===== config.mk =====
export PLATFORM = sky130hd
export DESIGN_NAME = periodic_task_table_scheduler
export DESIGN_NICKNAME = d
export VERILOG_FILES = /design/src/ptts_pkg.sv /design/src/periodic_task_table_scheduler.sv /design/src/ptts_div.sv
export SDC_FILE = /design/constraint.sdc
export NUM_CORES = 2
export LEC_CHECK = 0
export BUFFER_PORTS_ARGS = -buffer_cell sky130_fd_sc_hd__buf_4
export CORE_MARGIN = 4
export CORE_UTILIZATION = 40
export DETAILED_ROUTE_END_ITERATION = 12
export GPL_ROUTABILITY_DRIVEN = 0
export PLACE_DENSITY_LB_ADDON = 0.15
export SLEW_MARGIN = 20
export SYNTH_ARGS = -nofsm -noshare
export SYNTH_HDL_FRONTEND = slang
export SYNTH_SLANG_ARGS = --single-unit

===== constraint.sdc =====
create_clock -name i_clk -period 12.1 [get_ports i_clk]
set_clock_uncertainty 0.2 [all_clocks]
set_input_delay 1.21 -clock i_clk [delete_from_list [all_inputs] [get_ports i_clk]]
set_output_delay 1.21 -clock i_clk [all_outputs]
set_load 0.05 [all_outputs]

===== src/ptts_pkg.sv =====
// ----------------------------------------------------------------------------
// ptts_pkg
// Shared types and constants of the periodic task table scheduler.
// ----------------------------------------------------------------------------
`default_nettype none

package ptts_pkg;

    // Default table depth and key width.
    localparam int SLOTS_DEF    = 16;
    localparam int KEY_BITS_DEF = 8;

    // Period from frequency: dividend and clamp value.
    localparam int DIVIDEND = 1000;
    localparam int FREQ_MAX = 50;
    localparam int QUO_W    = 10;
    localparam int DIV_W    = 6;

    // Options byte bits.
    localparam int OPT_PAUSE   = 0;
    localparam int OPT_DISPOSE = 1;

    // Request codes.
    typedef enum logic [2:0] {
        REQ_TICK    = 3'd0,
        REQ_ADD     = 3'd1,
        REQ_FREQ    = 3'd2,
        REQ_ONESHOT = 3'd3,
        REQ_REMOVE  = 3'd4,
        REQ_PAUSE   = 3'd5,
        REQ_RESUME  = 3'd6,
        REQ_NONE    = 3'd7
    } t_req_code;

    // Result status codes.
    typedef enum logic [2:0] {
        ST_FIRED     = 3'd0,
        ST_DONE      = 3'd1,
        ST_NOT_FOUND = 3'd2,
        ST_FULL      = 3'd3,
        ST_IDLE      = 3'd4,
        ST_BAD_FREQ  = 3'd5
    } t_status;

    // Sequencer states.
    typedef enum logic [1:0] {
        S_IDLE,
        S_DIV,
        S_FIND,
        S_TICK
    } t_state;

    // Request transaction.
    typedef struct packed {
        logic [2:0]  req_type;
        logic [7:0]  task_key;
        logic [31:0] now_ms;
        logic [31:0] period_or_freq;
        logic [7:0]  option_bits;
    } t_req;

    // Result transaction.
    typedef struct packed {
        logic [2:0] status;
        logic [7:0] out_key;
        logic [4:0] live_count;
        logic       last;
    } t_res;

endpackage

`default_nettype wire


===== src/periodic_task_table_scheduler.sv =====
// ----------------------------------------------------------------------------
// periodic_task_table_scheduler
// Ordered table of periodic tasks with tick, add, one-shot, remove, pause and
// resume requests, walked one slot per cycle by a small sequencer.
// ----------------------------------------------------------------------------
// Channel   | Direction | Handshake             | Payload
// request   | in        | start high, busy low  | i_req  (ptts_pkg::t_req)
// result    | out       | o_res_stb, one cycle  | o_res  (ptts_pkg::t_res)
//
// A tick or a key lookup visits one slot per cycle.
// Add by frequency first runs the divider, then the lookup.
// A tick shows one result per fired task, the last as the walk ends, or one
// idle result if none fired; each is shown for one cycle and cannot be stalled.
// Reset empties the table; slot contents are not cleared.
// ----------------------------------------------------------------------------
`default_nettype none

module periodic_task_table_scheduler #(
    parameter int SLOTS    = ptts_pkg::SLOTS_DEF,
    parameter int KEY_BITS = ptts_pkg::KEY_BITS_DEF
) (
    input  wire logic           i_clk,
    input  wire logic           i_rst_n,
    input  wire logic           start,
    output logic                busy,
    input  wire ptts_pkg::t_req i_req,
    output logic                o_res_stb,
    output ptts_pkg::t_res      o_res
);

    localparam int IdxW = (SLOTS > 1) ? $clog2(SLOTS) : 1;
    localparam int CntW = $clog2(SLOTS + 1);
    localparam logic [7:0] KeyMask = (KEY_BITS >= 8) ? 8'hFF : 8'((1 << KEY_BITS) - 1);

    // Task table.
    logic [7:0]  r_skey [SLOTS];
    logic [31:0] r_sper [SLOTS];
    logic [31:0] r_sstp [SLOTS];
    logic [7:0]  r_sopt [SLOTS];

    ptts_pkg::t_state r_state, n_state;
    ptts_pkg::t_req   r_req;
    logic [CntW-1:0]  r_idx, n_idx;
    logic [CntW-1:0]  r_count, n_count;
    logic             r_stb, n_stb;
    ptts_pkg::t_res   r_res, n_res;
    logic             r_have, n_have;
    logic [7:0]       r_hkey, n_hkey;
    logic [CntW-1:0]  r_hcnt, n_hcnt;
    logic [31:0]      r_fper;

    logic                         accept;
    logic                         div_start;
    logic                         div_done;
    logic [ptts_pkg::QUO_W-1:0]   div_quo;
    logic [ptts_pkg::DIV_W-1:0]   freq_clamped;

    logic [IdxW-1:0] j;
    logic            in_range;
    logic [7:0]      e_key;
    logic [31:0]     e_per;
    logic [31:0]     e_stp;
    logic [7:0]      e_opt;
    logic            due;
    logic [31:0]     eff_per;

    logic            w_shift;
    logic [IdxW-1:0] w_idx;
    logic            w_key_en, w_per_en, w_stp_en, w_opt_en;
    logic [7:0]      w_key_v;
    logic [31:0]     w_per_v;
    logic [31:0]     w_stp_v;
    logic [7:0]      w_opt_v;

    assign accept = start && !busy;
    assign busy   = (r_state != ptts_pkg::S_IDLE);

    // Clamp the frequency for the divider.
    assign freq_clamped = (i_req.period_or_freq > 32'(ptts_pkg::FREQ_MAX))
                        ? ptts_pkg::DIV_W'(ptts_pkg::FREQ_MAX)
                        : ptts_pkg::DIV_W'(i_req.period_or_freq);

    ptts_div u_div (
        .i_clk      (i_clk),
        .i_rst_n    (i_rst_n),
        .i_start    (div_start),
        .i_divisor  (freq_clamped),
        .o_done     (div_done),
        .o_quotient (div_quo)
    );

    // Slot under the walk pointer.
    assign j        = IdxW'(r_idx);
    assign in_range = r_idx < r_count;
    assign e_key    = r_skey[j];
    assign e_per    = r_sper[j];
    assign e_stp    = r_sstp[j];
    assign e_opt    = r_sopt[j];
    assign due      = !e_opt[ptts_pkg::OPT_PAUSE] && ((r_req.now_ms - e_stp) >= e_per);
    assign eff_per  = (r_req.req_type == ptts_pkg::REQ_FREQ) ? r_fper : r_req.period_or_freq;

    // State and control registers.
    always_ff @(posedge i_clk) begin
        if (!i_rst_n) begin
            r_state <= ptts_pkg::S_IDLE;
            r_idx   <= '0;
            r_count <= '0;
            r_stb   <= 1'b0;
            r_have  <= 1'b0;
        end else begin
            r_state <= n_state;
            r_idx   <= n_idx;
            r_count <= n_count;
            r_stb   <= n_stb;
            r_have  <= n_have;
        end
    end

    // Payload registers.
    always_ff @(posedge i_clk) begin
        r_res  <= n_res;
        r_hkey <= n_hkey;
        r_hcnt <= n_hcnt;
        if (accept) begin
            r_req <= '{req_type: i_req.req_type,
                       task_key: i_req.task_key & KeyMask,
                       now_ms: i_req.now_ms,
                       period_or_freq: i_req.period_or_freq,
                       option_bits: i_req.option_bits};
        end
        if (div_done) begin
            r_fper <= 32'(div_quo);
        end
    end

    // Sequencer: next state, results and table writes.
    always_comb begin
        n_state   = r_state;
        n_idx     = r_idx;
        n_count   = r_count;
        n_stb     = 1'b0;
        n_res     = r_res;
        n_have    = r_have;
        n_hkey    = r_hkey;
        n_hcnt    = r_hcnt;
        div_start = 1'b0;
        w_shift   = 1'b0;
        w_idx     = j;
        w_key_en  = 1'b0;
        w_per_en  = 1'b0;
        w_stp_en  = 1'b0;
        w_opt_en  = 1'b0;
        w_key_v   = r_req.task_key;
        w_per_v   = eff_per;
        w_stp_v   = r_req.now_ms;
        w_opt_v   = r_req.option_bits;

        unique case (r_state)
            ptts_pkg::S_IDLE: begin
                if (accept) begin
                    n_idx  = '0;
                    n_have = 1'b0;
                    case (i_req.req_type) inside
                        ptts_pkg::REQ_TICK: begin
                            n_state = ptts_pkg::S_TICK;
                        end
                        ptts_pkg::REQ_FREQ: begin
                            if (i_req.period_or_freq == '0) begin
                                n_stb = 1'b1;
                                n_res = '{status: ptts_pkg::ST_BAD_FREQ,
                                          out_key: i_req.task_key & KeyMask,
                                          live_count: 5'(r_count), last: 1'b1};
                            end else begin
                                div_start = 1'b1;
                                n_state   = ptts_pkg::S_DIV;
                            end
                        end
                        ptts_pkg::REQ_ADD, ptts_pkg::REQ_ONESHOT, ptts_pkg::REQ_REMOVE,
                        ptts_pkg::REQ_PAUSE, ptts_pkg::REQ_RESUME: begin
                            n_state = ptts_pkg::S_FIND;
                        end
                        default: begin
                            n_state = ptts_pkg::S_IDLE;
                        end
                    endcase
                end
            end

            ptts_pkg::S_DIV: begin
                if (div_done) begin
                    n_state = ptts_pkg::S_FIND;
                end
            end

            ptts_pkg::S_FIND: begin
                if (in_range && e_key == r_req.task_key) begin
                    // Key found: update the slot in place.
                    n_state = ptts_pkg::S_IDLE;
                    n_stb   = 1'b1;
                    n_res   = '{status: ptts_pkg::ST_DONE, out_key: r_req.task_key,
                                live_count: 5'(r_count), last: 1'b1};
                    w_opt_en = 1'b1;
                    case (r_req.req_type) inside
                        ptts_pkg::REQ_ADD, ptts_pkg::REQ_FREQ: begin
                            w_per_en = 1'b1;
                        end
                        ptts_pkg::REQ_ONESHOT: begin
                            w_per_en = 1'b1;
                            w_stp_en = 1'b1;
                            w_opt_v[ptts_pkg::OPT_DISPOSE] = 1'b1;
                        end
                        ptts_pkg::REQ_REMOVE: begin
                            w_opt_v = e_opt;
                            w_opt_v[ptts_pkg::OPT_DISPOSE] = 1'b1;
                        end
                        ptts_pkg::REQ_PAUSE: begin
                            w_opt_v = e_opt;
                            w_opt_v[ptts_pkg::OPT_PAUSE] = 1'b1;
                        end
                        default: begin
                            w_opt_v = e_opt;
                            w_opt_v[ptts_pkg::OPT_PAUSE] = 1'b0;
                        end
                    endcase
                end else if (in_range) begin
                    n_idx = r_idx + CntW'(1);
                end else begin
                    // Walked off the end: append, or report absence or a full table.
                    n_state = ptts_pkg::S_IDLE;
                    n_stb   = 1'b1;
                    if (r_req.req_type == ptts_pkg::REQ_REMOVE ||
                        r_req.req_type == ptts_pkg::REQ_PAUSE ||
                        r_req.req_type == ptts_pkg::REQ_RESUME) begin
                        n_res = '{status: ptts_pkg::ST_NOT_FOUND, out_key: r_req.task_key,
                                  live_count: 5'(r_count), last: 1'b1};
                    end else if (r_count == CntW'(SLOTS)) begin
                        n_res = '{status: ptts_pkg::ST_FULL, out_key: r_req.task_key,
                                  live_count: 5'(r_count), last: 1'b1};
                    end else begin
                        n_count  = r_count + CntW'(1);
                        w_idx    = IdxW'(r_count);
                        w_key_en = 1'b1;
                        w_per_en = 1'b1;
                        w_stp_en = 1'b1;
                        w_opt_en = 1'b1;
                        if (r_req.req_type == ptts_pkg::REQ_ONESHOT) begin
                            w_opt_v[ptts_pkg::OPT_DISPOSE] = 1'b1;
                        end else begin
                            w_stp_v = '0;
                        end
                        n_res = '{status: ptts_pkg::ST_DONE, out_key: r_req.task_key,
                                  live_count: 5'(n_count), last: 1'b1};
                    end
                end
            end

            ptts_pkg::S_TICK: begin
                if (in_range) begin
                    if (due) begin
                        // Release the previous fire; hold this one until the next fire or the walk's end.
                        if (r_have) begin
                            n_stb = 1'b1;
                            n_res = '{status: ptts_pkg::ST_FIRED, out_key: r_hkey,
                                      live_count: 5'(r_hcnt), last: 1'b0};
                        end
                        n_have = 1'b1;
                        n_hkey = e_key;
                        if (e_opt[ptts_pkg::OPT_DISPOSE]) begin
                            w_shift = 1'b1;
                            n_count = r_count - CntW'(1);
                        end else begin
                            w_stp_en = 1'b1;
                            n_idx    = r_idx + CntW'(1);
                        end
                        n_hcnt = n_count;
                    end else begin
                        n_idx = r_idx + CntW'(1);
                    end
                end else begin
                    n_state = ptts_pkg::S_IDLE;
                    n_stb   = 1'b1;
                    if (r_have) begin
                        n_res = '{status: ptts_pkg::ST_FIRED, out_key: r_hkey,
                                  live_count: 5'(r_hcnt), last: 1'b1};
                    end else begin
                        n_res = '{status: ptts_pkg::ST_IDLE, out_key: 8'd0,
                                  live_count: 5'(r_count), last: 1'b1};
                    end
                end
            end

            default: begin
                n_state = ptts_pkg::S_IDLE;
            end
        endcase
    end

    // Table storage: in-place writes and order-keeping compaction.
    for (genvar g = 0; g < SLOTS; g++) begin : g_slot
        if (g < SLOTS - 1) begin : g_mid
            always_ff @(posedge i_clk) begin
                if (w_shift && g >= int'(w_idx)) begin
                    r_skey[g] <= r_skey[g+1];
                    r_sper[g] <= r_sper[g+1];
                    r_sstp[g] <= r_sstp[g+1];
                    r_sopt[g] <= r_sopt[g+1];
                end else if (g == int'(w_idx)) begin
                    if (w_key_en) r_skey[g] <= w_key_v;
                    if (w_per_en) r_sper[g] <= w_per_v;
                    if (w_stp_en) r_sstp[g] <= w_stp_v;
                    if (w_opt_en) r_sopt[g] <= w_opt_v;
                end
            end
        end else begin : g_end
            always_ff @(posedge i_clk) begin
                if (!w_shift && g == int'(w_idx)) begin
                    if (w_key_en) r_skey[g] <= w_key_v;
                    if (w_per_en) r_sper[g] <= w_per_v;
                    if (w_stp_en) r_sstp[g] <= w_stp_v;
                    if (w_opt_en) r_sopt[g] <= w_opt_v;
                end
            end
        end
    end

    assign o_res_stb = r_stb;
    assign o_res     = r_res;

`ifndef SYNTHESIS
    // The task count never exceeds the table depth.
    a_count_max : assert property (@(posedge i_clk) disable iff (!i_rst_n)
        r_count <= CntW'(SLOTS))
        else $error("task count above table depth");
    // A result that is not the last of its request appears while still busy.
    a_not_last_busy : assert property (@(posedge i_clk) disable iff (!i_rst_n)
        o_res_stb && !o_res.last |-> busy)
        else $error("non-final result shown while idle");
    // The divider finishes only while the sequencer waits for it.
    a_div_state : assert property (@(posedge i_clk) disable iff (!i_rst_n)
        div_done |-> r_state == ptts_pkg::S_DIV)
        else $error("divider result outside the divide state");
`endif

endmodule

`default_nettype wire


===== src/ptts_div.sv =====
// ----------------------------------------------------------------------------
// ptts_div
// Restoring divider that computes 1000 / divisor, one quotient bit a cycle.
// ----------------------------------------------------------------------------
`default_nettype none

module ptts_div (
    input  wire logic                         i_clk,
    input  wire logic                         i_rst_n,
    input  wire logic                         i_start,
    input  wire logic [ptts_pkg::DIV_W-1:0]   i_divisor,
    output logic                              o_done,
    output logic [ptts_pkg::QUO_W-1:0]        o_quotient
);

    localparam logic [ptts_pkg::QUO_W-1:0] Dividend = ptts_pkg::QUO_W'(ptts_pkg::DIVIDEND);
    localparam int CntW = $clog2(ptts_pkg::QUO_W);

    logic                        r_busy;
    logic [CntW-1:0]             r_cnt;
    logic [ptts_pkg::DIV_W-1:0]  r_rem;
    logic [ptts_pkg::DIV_W-1:0]  r_dvs;
    logic [ptts_pkg::QUO_W-1:0]  r_quo;
    logic                        r_done;
    logic [ptts_pkg::DIV_W:0]    trial;
    logic                        fits;

    // One restoring step: bring down the next dividend bit and try to subtract.
    assign trial = {r_rem, Dividend[r_cnt]};
    assign fits  = trial >= {1'b0, r_dvs};

    // Control.
    always_ff @(posedge i_clk) begin
        if (!i_rst_n) begin
            r_busy <= 1'b0;
            r_done <= 1'b0;
            r_cnt  <= '0;
        end else begin
            r_done <= 1'b0;
            if (i_start) begin
                r_busy <= 1'b1;
                r_cnt  <= CntW'(ptts_pkg::QUO_W - 1);
            end else if (r_busy) begin
                if (r_cnt == '0) begin
                    r_busy <= 1'b0;
                    r_done <= 1'b1;
                end else begin
                    r_cnt <= r_cnt - 1'b1;
                end
            end
        end
    end

    // Datapath.
    always_ff @(posedge i_clk) begin
        if (i_start) begin
            r_rem <= '0;
            r_dvs <= i_divisor;
            r_quo <= '0;
        end else if (r_busy) begin
            r_rem <= fits ? ptts_pkg::DIV_W'(trial - {1'b0, r_dvs})
                          : ptts_pkg::DIV_W'(trial);
            r_quo <= {r_quo[ptts_pkg::QUO_W-2:0], fits};
        end
    end

    assign o_done     = r_done;
    assign o_quotient = r_quo;

`ifndef SYNTHESIS
    // The divisor is at most 50, so the quotient is never below 20.
    a_quo_min : assert property (@(posedge i_clk) disable iff (!i_rst_n)
        r_done |-> r_quo >= ptts_pkg::QUO_W'(ptts_pkg::DIVIDEND / ptts_pkg::FREQ_MAX))
        else $error("divider quotient too small");
    // A result comes only in the cycle after a running division.
    a_done_after_busy : assert property (@(posedge i_clk) disable iff (!i_rst_n)
        r_done |-> $past(r_busy))
        else $error("divider done without a running division");
    // The remainder always stays below the divisor.
    a_rem_range : assert property (@(posedge i_clk) disable iff (!i_rst_n)
        r_busy && !$past(i_start) |-> r_rem < r_dvs)
        else $error("divider remainder out of range");
`endif

endmodule

`default_nettype wire

### After elaboration in Yosys (flattened, before gate mapping)

Memories as Yosys holds them, arrays and structs flattened. A register that Yosys moved wholly into a read port is not among the register bits.
Index checks and enable logic that the tools add are counted.
Widths: inputs -> output; s select.

* register bits: 165
* RAM bits: 1280
* memory bits (read-only): 16
* input bits: 86
* output and inout port bits: 19
* memories kept: 5

* add/subtract/negate cells: 6
* order comparisons: 20
* equal/unequal tests: 50
* multiplexer cells: 417
* bitwise logic cells: 63
* reductions and logical operators: 50

Memories
* r_sper: depth 16, width 32, rd ports 16, clocked after memory_dff 1, wr ports 15, line periodic_task_table_scheduler.sv:37 `logic [31:0] r_sper [SLOTS];`
* r_sstp: depth 16, width 32, rd ports 16, clocked after memory_dff 1, wr ports 15, line periodic_task_table_scheduler.sv:38 `logic [31:0] r_sstp [SLOTS];`
* r_skey: depth 16, width 8, rd ports 16, clocked after memory_dff 1, wr ports 15, line periodic_task_table_scheduler.sv:36 `logic [7:0] r_skey [SLOTS];`
* r_sopt: depth 16, width 8, rd ports 16, clocked after memory_dff 1, wr ports 15, line periodic_task_table_scheduler.sv:39 `logic [7:0] r_sopt [SLOTS];`
* (no name shown): depth 16, width 1, rd ports 1, clocked after memory_dff 0, wr ports 0, line ptts_div.sv:29 `assign trial = {r_rem, Dividend[r_cnt]};`

Operators with widths (count)
* $mux 32: 39
* $mux 1: 281
* $mux 8: 33
* $mux 17: 10
* $mux 4: 20
* $mux 5: 13
* $reduce_or 32->1: 2
* $or 1x1->1: 60
* $pmux 17 s3: 1
* $eq 4x4->1 const A: 8
* $ge 32x32->1: 1
* $gt 32x6->1 const B: 1
* $logic_not 32->1: 1
* $mux 16: 2
* $sub 32x32->32: 1
* $ge 4x4->1 const A: 7
* $mux 6: 4
* $ne 2x2->1 const B: 12
* $logic_and 1x1->1: 19
* $eq 3x3->1 const B: 6
* $eq 3x4->1 const A: 4
* $ge 3x4->1 const A: 4
* $mux 2: 8
* $reduce_or 8->1: 2
* 42 further kinds: 67

### Logic depth before layout (Yosys ltp)

* depth after elaboration: 13
* mapped depth: 32

### Modules after synthesis

A second synthesis with hierarchy kept.

* cell total of the unflattened synthesis: 4193
* area total of the unflattened synthesis: 70010.9 um^2

Modules (own cells, without submodules)
* periodic_task_table_scheduler: instances 1, cells an instance 4047, area an instance 68539.5 um^2, sequential area each 39427.8 um^2
* ptts_div: instances 1, cells an instance 146, area an instance 1471.4 um^2, sequential area each 620.6 um^2

### Least setup slack after synthesis

OpenSTA, ideal clock, no wires.

* path kind: register to register
* start point: reg (tool-made name)
* end point: mem r_sstp[2][0] (enable)
* library setup time: 466 ps
* arrival time: 9568 ps
* slack: 1866 ps
* cell stages (with the launch flop): 29
* path buffers: 6
* clock period less this slack: 10234 ps
* path through: dfxtp_1 > buf_2 > buf_4 > buf_2 > buf_1 > buf_1 > mux4_2 > mux4_2 > inv_1 > ha_1 > a21o_1 > a21oi_1 > o21ai_0 > a221oi_1 > o211ai_1 > a41o_1 > a221oi_1 > o21bai_1 > xnor2_1 > ha_1 > nand4_1 > nor3_1 > o211ai_1 > nand3_1 > a41oi_1 > nor3_2 > a22oi_1 > clkbuf_1 > o21ai_0

RTL lines (line)
* to (decl): periodic_task_table_scheduler.sv:38

==> Flow_metrics.wiki <==
{| class="wikitable"
! Metric !! Value
|-
| Outcome || finished clean
|-
| Initial standard-cell utilization of the core || around two fifths
|-
| Cts-stage hold buffer count || 0
|-
| Busiest grt layer || met2
|-
| Count of pins on the block boundary || about 110
|-
| Overall via count from detail_route || 40800
|-
| Area enclosed by the die boundary || approximately 180000 um2
|-
| Multi-input logic area || 26000 um2
|-
| Highest Clock Rate || about 96 MHz
|-
| Startpoint Class || flip-flop
|-
| Synth Area in XOR/XNOR || 0.697%
|-
| Top area cells in the synthesized netlist || sky130_fd_sc_hd__edfxtp_1, sky130_fd_sc_hd__mux4_2, sky130_fd_sc_hd__mux2_1, sky130_fd_sc_hd__mux2_2, sky130_fd_sc_hd__o21ai_0
|-
| CP arrival || about 11 ns
|-
| Post-route insts no fill || slightly above 7000
|-
| Standard-cell row count || 150
|-
| Setup violators final || 0
|-
| Post-synth top area share || 57.8%
|-
| Bufs on Longest Clock Path || 3
|-
| Start-to-end type of the worst setup path || flip-flop to flip-flop
|-
| Worst hold slack after final layout || 0.228 ns
|-
| Adder-Cell Fraction of Synth Area || 1.53%
|-
| Sequential cell area fraction in the yosys report || 59.0%
|-
| Met1 Track Usage GR || 31.5%
|-
| Placed Cells incl. Taps || 6763
|-
| Clock buffers created by TritonCTS || roughly 160
|-
| DRC violation count after routing || 0
|-
| Die Ht || 420 um
|-
| Leakage power || 25.7 nW
|-
| Post-CTS setup repair buffer count || 0
|-
| Width of the chip || roughly 420 um
|-
| Length of the first detailed-routing pass in iterations || 6
|-
| Pin count of the biggest net entering global routing || 91
|-
| Tightest Pin Transition || 1.22 ns
|-
| Antenna violations before repair || 2
|-
| Grt total ovfl || 0
|-
| Clk_lat worst skew || 0.81 ns
|-
| Slew Viols, Final || 0
|-
| VDD IR max || 0.145 mV
|-
| Post-detailed-route count of antenna-violating nets || 0
|-
| Largest family of logic cells by synthesized area || multiplexers
|-
| H-tree Lvls || 4
|-
| Count of mapped cells out of synthesis || 4731
|-
| Overall track demand over capacity in global routing || around 22%
|-
| Biggest fanout along the worst timing path || 22
|-
| Ys Warns || 0
|-
| Root Buffer Master || sky130_fd_sc_hd__clkbuf_16
|-
| Post-route standard cell area excluding fillers || 75900 um2
|-
| Min-Delay Path Class || flip-flop to flip-flop
|-
| Growth of design area from synthesis to finish || 11.8%
|-
| Global-route wire length before repair || 288 mm
|-
| Worst Path Required || 12.36 ns
|-
| Post-detailed-placement cell area || approximately 70000 um2
|-
| Yosys reg bits || 1347
|-
| Routed vias/inst || 5.79
|-
| Met3 global-route usage || 3.43%
|-
| Worst Setup Slack post-DPL || 1.72 ns
|-
| Number of nets in the layout || 4886
|-
| Headroom to the max-slew limit || 17.4%
|-
| Setup crit end kind || flip-flop
|-
| Post-synth net total || 4899
|-
| Reg clk slew, reported paths || around 0.060 ns
|-
| Number of synthesized flops with an enable pin || approximately 1300
|-
| Unrepaired setup endpoints after global routing || false
|-
| Cell variety after synth || 71
|-
| CTS tree || built
|-
| Area taken by flip-flops and latches || 40100 um2
|-
| Average wire per cell in the routed design || approximately 28 um
|-
| Initial DRC Count || roughly 3900
|-
| Cell accounting for the most synthesized area || sky130_fd_sc_hd__edfxtp_1
|-
| Maximum capacitance violations || 0
|-
| Post-synthesis instance area || 67900 um2
|-
| Proportion of synthesized area in mux cells || about 23%
|-
| DP HPWL || 115 mm
|-
| Period Utilization, post-route || a little under nine tenths
|-
| Share of post-route cells with drive strength above 1 || 24.1%
|-
| Accumulated negative setup slack || 0 ns
|-
| Core box area || 168000 um2
|-
| Met2 capacity usage during global routing || about 37%
|-
| # fillers || 14900
|-
| Cell area power density || 146 nW/um2
|-
| Final Routed Wirelength || 197 mm
|-
| Async set-or-reset flop fraction in the synthesized netlist || 0%
|-
| TritonCTS sink count || 1347
|-
| PnR worst setup slack || 1.65 ns
|-
| Hold wc startpoint || u_div.o_quotient[9]
|-
| Synthesized area divided by synthesized cell count || 14.3 um2
|-
| Count of instances resized after the clock tree is built || 0
|-
| Hold violation total from the final report || 0
|-
| Via count of the first global-routing pass || 41200
|-
| PortBufs || 98
|-
| Min Clock Period, post-route || 10.45 ns
|-
| Synthesized-area fraction occupied by and/or/nand/nor cells || 6.14%
|-
| Compound-gate portion of the synthesized area || under 10%
|-
| Predominant post-synthesis flop cell || sky130_fd_sc_hd__edfxtp_1
|}
[metrics by stage]
stage | utilization (%) | total power [mW]
after floorplan | - | 6.14
after global placement | 42.2 | 6.57
after detailed placement | 42.2 | 6.57
after CTS | 45.1 | 11.2
after global routing | 45.2 | 11.5
final | 45.2 | 11.1
[sequential cells by signal, indices dropped and copies added (netlist names), 6 cells and up, named ones only]
signal,cells
r_sper,512
r_sstp,512
r_skey,128
r_req,69
r_sopt,32
o_res,17
r_fper,10
u_div.o_quotient,10
r_hkey,8
w_key_v,8
u_div.r_dvs,6
u_div.r_rem,6
[synthesized netlist by cell type (4+ instances only)]
master	count
sky130_fd_sc_hd__a211oi_1	9
sky130_fd_sc_hd__a21boi_0	6
sky130_fd_sc_hd__a21o_1	21
sky130_fd_sc_hd__a21oi_1	60
sky130_fd_sc_hd__a221oi_1	4
sky130_fd_sc_hd__a31oi_1	13
sky130_fd_sc_hd__and2_1	47
sky130_fd_sc_hd__and3_1	16
sky130_fd_sc_hd__buf_1	50
sky130_fd_sc_hd__buf_2	42
sky130_fd_sc_hd__buf_4	4
sky130_fd_sc_hd__buf_6	29
sky130_fd_sc_hd__clkbuf_1	266
sky130_fd_sc_hd__dfxtp_1	40
sky130_fd_sc_hd__edfxtp_1	1307
sky130_fd_sc_hd__ha_1	80
sky130_fd_sc_hd__inv_1	123
sky130_fd_sc_hd__mux2_1	334
sky130_fd_sc_hd__mux2_2	299
sky130_fd_sc_hd__mux2i_1	53
sky130_fd_sc_hd__mux4_2	359
sky130_fd_sc_hd__nand2_1	635
sky130_fd_sc_hd__nand2b_1	17
sky130_fd_sc_hd__nand3_1	24
sky130_fd_sc_hd__nand4_1	12
sky130_fd_sc_hd__nor2_1	96
sky130_fd_sc_hd__nor2b_1	21
sky130_fd_sc_hd__nor3_1	26
sky130_fd_sc_hd__nor3_2	5
sky130_fd_sc_hd__nor3_4	8
sky130_fd_sc_hd__nor3b_1	6
sky130_fd_sc_hd__nor4_1	12
sky130_fd_sc_hd__o2111ai_1	6
sky130_fd_sc_hd__o211ai_1	23
sky130_fd_sc_hd__o21a_1	19
sky130_fd_sc_hd__o21ai_0	538
sky130_fd_sc_hd__o21bai_1	5
sky130_fd_sc_hd__o31ai_1	7
sky130_fd_sc_hd__or3_1	8
sky130_fd_sc_hd__xnor2_1	40
sky130_fd_sc_hd__xor2_1	14
[cell usage in the layout (no fill, tap or decap), drive strengths merged, types with 7 or more instances in the layout]
cell       n
o21ai    540
nor4      13
a21oi     60
nor3b      8
mux2     633
mux4     359
nand2    635
inv      133
nand3     25
o211ai    23
dfxtp     40
nor2b     21
o21a      19
buf      219
ha        80
clkbuf   206
xor2      14
nor2      96
a31oi     13
nand4     12
edfxtp  1307
xnor2     40
clkinv    56
and3      16
nand2b    17
a21o      21
mux2i     54
o31ai      7
nor3      39
and2      47
or3        8
a211oi    10
[routing by layer]
layer  vias up  share of wire (%)
met2      1196                 48
met3       231                5.6
met1     21200                 45
li1      18100                  -
met5         -             0.0066
met4         2                1.9
[final cells by class]
type / count / share of cell area (%)
sequential: 1347 / 52.8
multi-input combinational: 2870 / 34.3
clock buffer: 206 / 5.52
tap: 2204 / 3.63
timing repair buffer: 219 / 2.25
clock inverter: 73 / 0.924
inverter: 123 / 0.612
antenna: 2 / 0.00660
[cells by family after synthesis]
| kind of cell | count (synthesis) |
|---|---|
| simple gates | 944 |
| buf+inv | 514 |
| compound gates | 744 |
| flops | 1347 |
| fa+ha+maj | 82 |
| xor+xnor | 54 |
| mux | 1046 |
[final timing paths]
kind                        end  slack, ns  cells after the start
setup / recovery  r_sstp[6][19]       1.65                     25
hold / removal        r_fper[9]       0.23                      0
setup reg to reg  r_sstp[6][19]       1.65                     25
hold reg to reg       r_fper[9]       0.23                      0
[power by group]
part	switching, mW	internal [mW]
registers	0.0727	5.16
logic	0.759	0.481
clock network	2.01	2.58
total	2.84	8.22
[critical path, cell delays in order (launching register included)]
cell and delay (ns):
sky130_fd_sc_hd__dfxtp_4 0.71, sky130_fd_sc_hd__buf_4 0.32, sky130_fd_sc_hd__buf_4 0.35, sky130_fd_sc_hd__mux4_2 0.57, sky130_fd_sc_hd__mux4_2 0.48, sky130_fd_sc_hd__inv_1 0.15, sky130_fd_sc_hd__ha_1 0.33, sky130_fd_sc_hd__nand3_1 0.14
sky130_fd_sc_hd__o22ai_1 0.10, sky130_fd_sc_hd__nor2_1 0.33, sky130_fd_sc_hd__a21oi_1 0.15, sky130_fd_sc_hd__o31ai_1 0.83, sky130_fd_sc_hd__o21ai_0 0.45, sky130_fd_sc_hd__a311oi_1 0.47, sky130_fd_sc_hd__xnor2_1 0.18, sky130_fd_sc_hd__ha_1 0.34
sky130_fd_sc_hd__nand4_1 0.13, sky130_fd_sc_hd__nor3_1 0.41, sky130_fd_sc_hd__a41oi_1 0.62, sky130_fd_sc_hd__nor3_4 0.59, sky130_fd_sc_hd__buf_4 0.35, sky130_fd_sc_hd__a221oi_4 0.13, sky130_fd_sc_hd__buf_4 0.26, sky130_fd_sc_hd__nor3b_4 0.19
sky130_fd_sc_hd__nand2b_2 0.78, sky130_fd_sc_hd__buf_4 0.43
(Power assumes the default switching activity.)
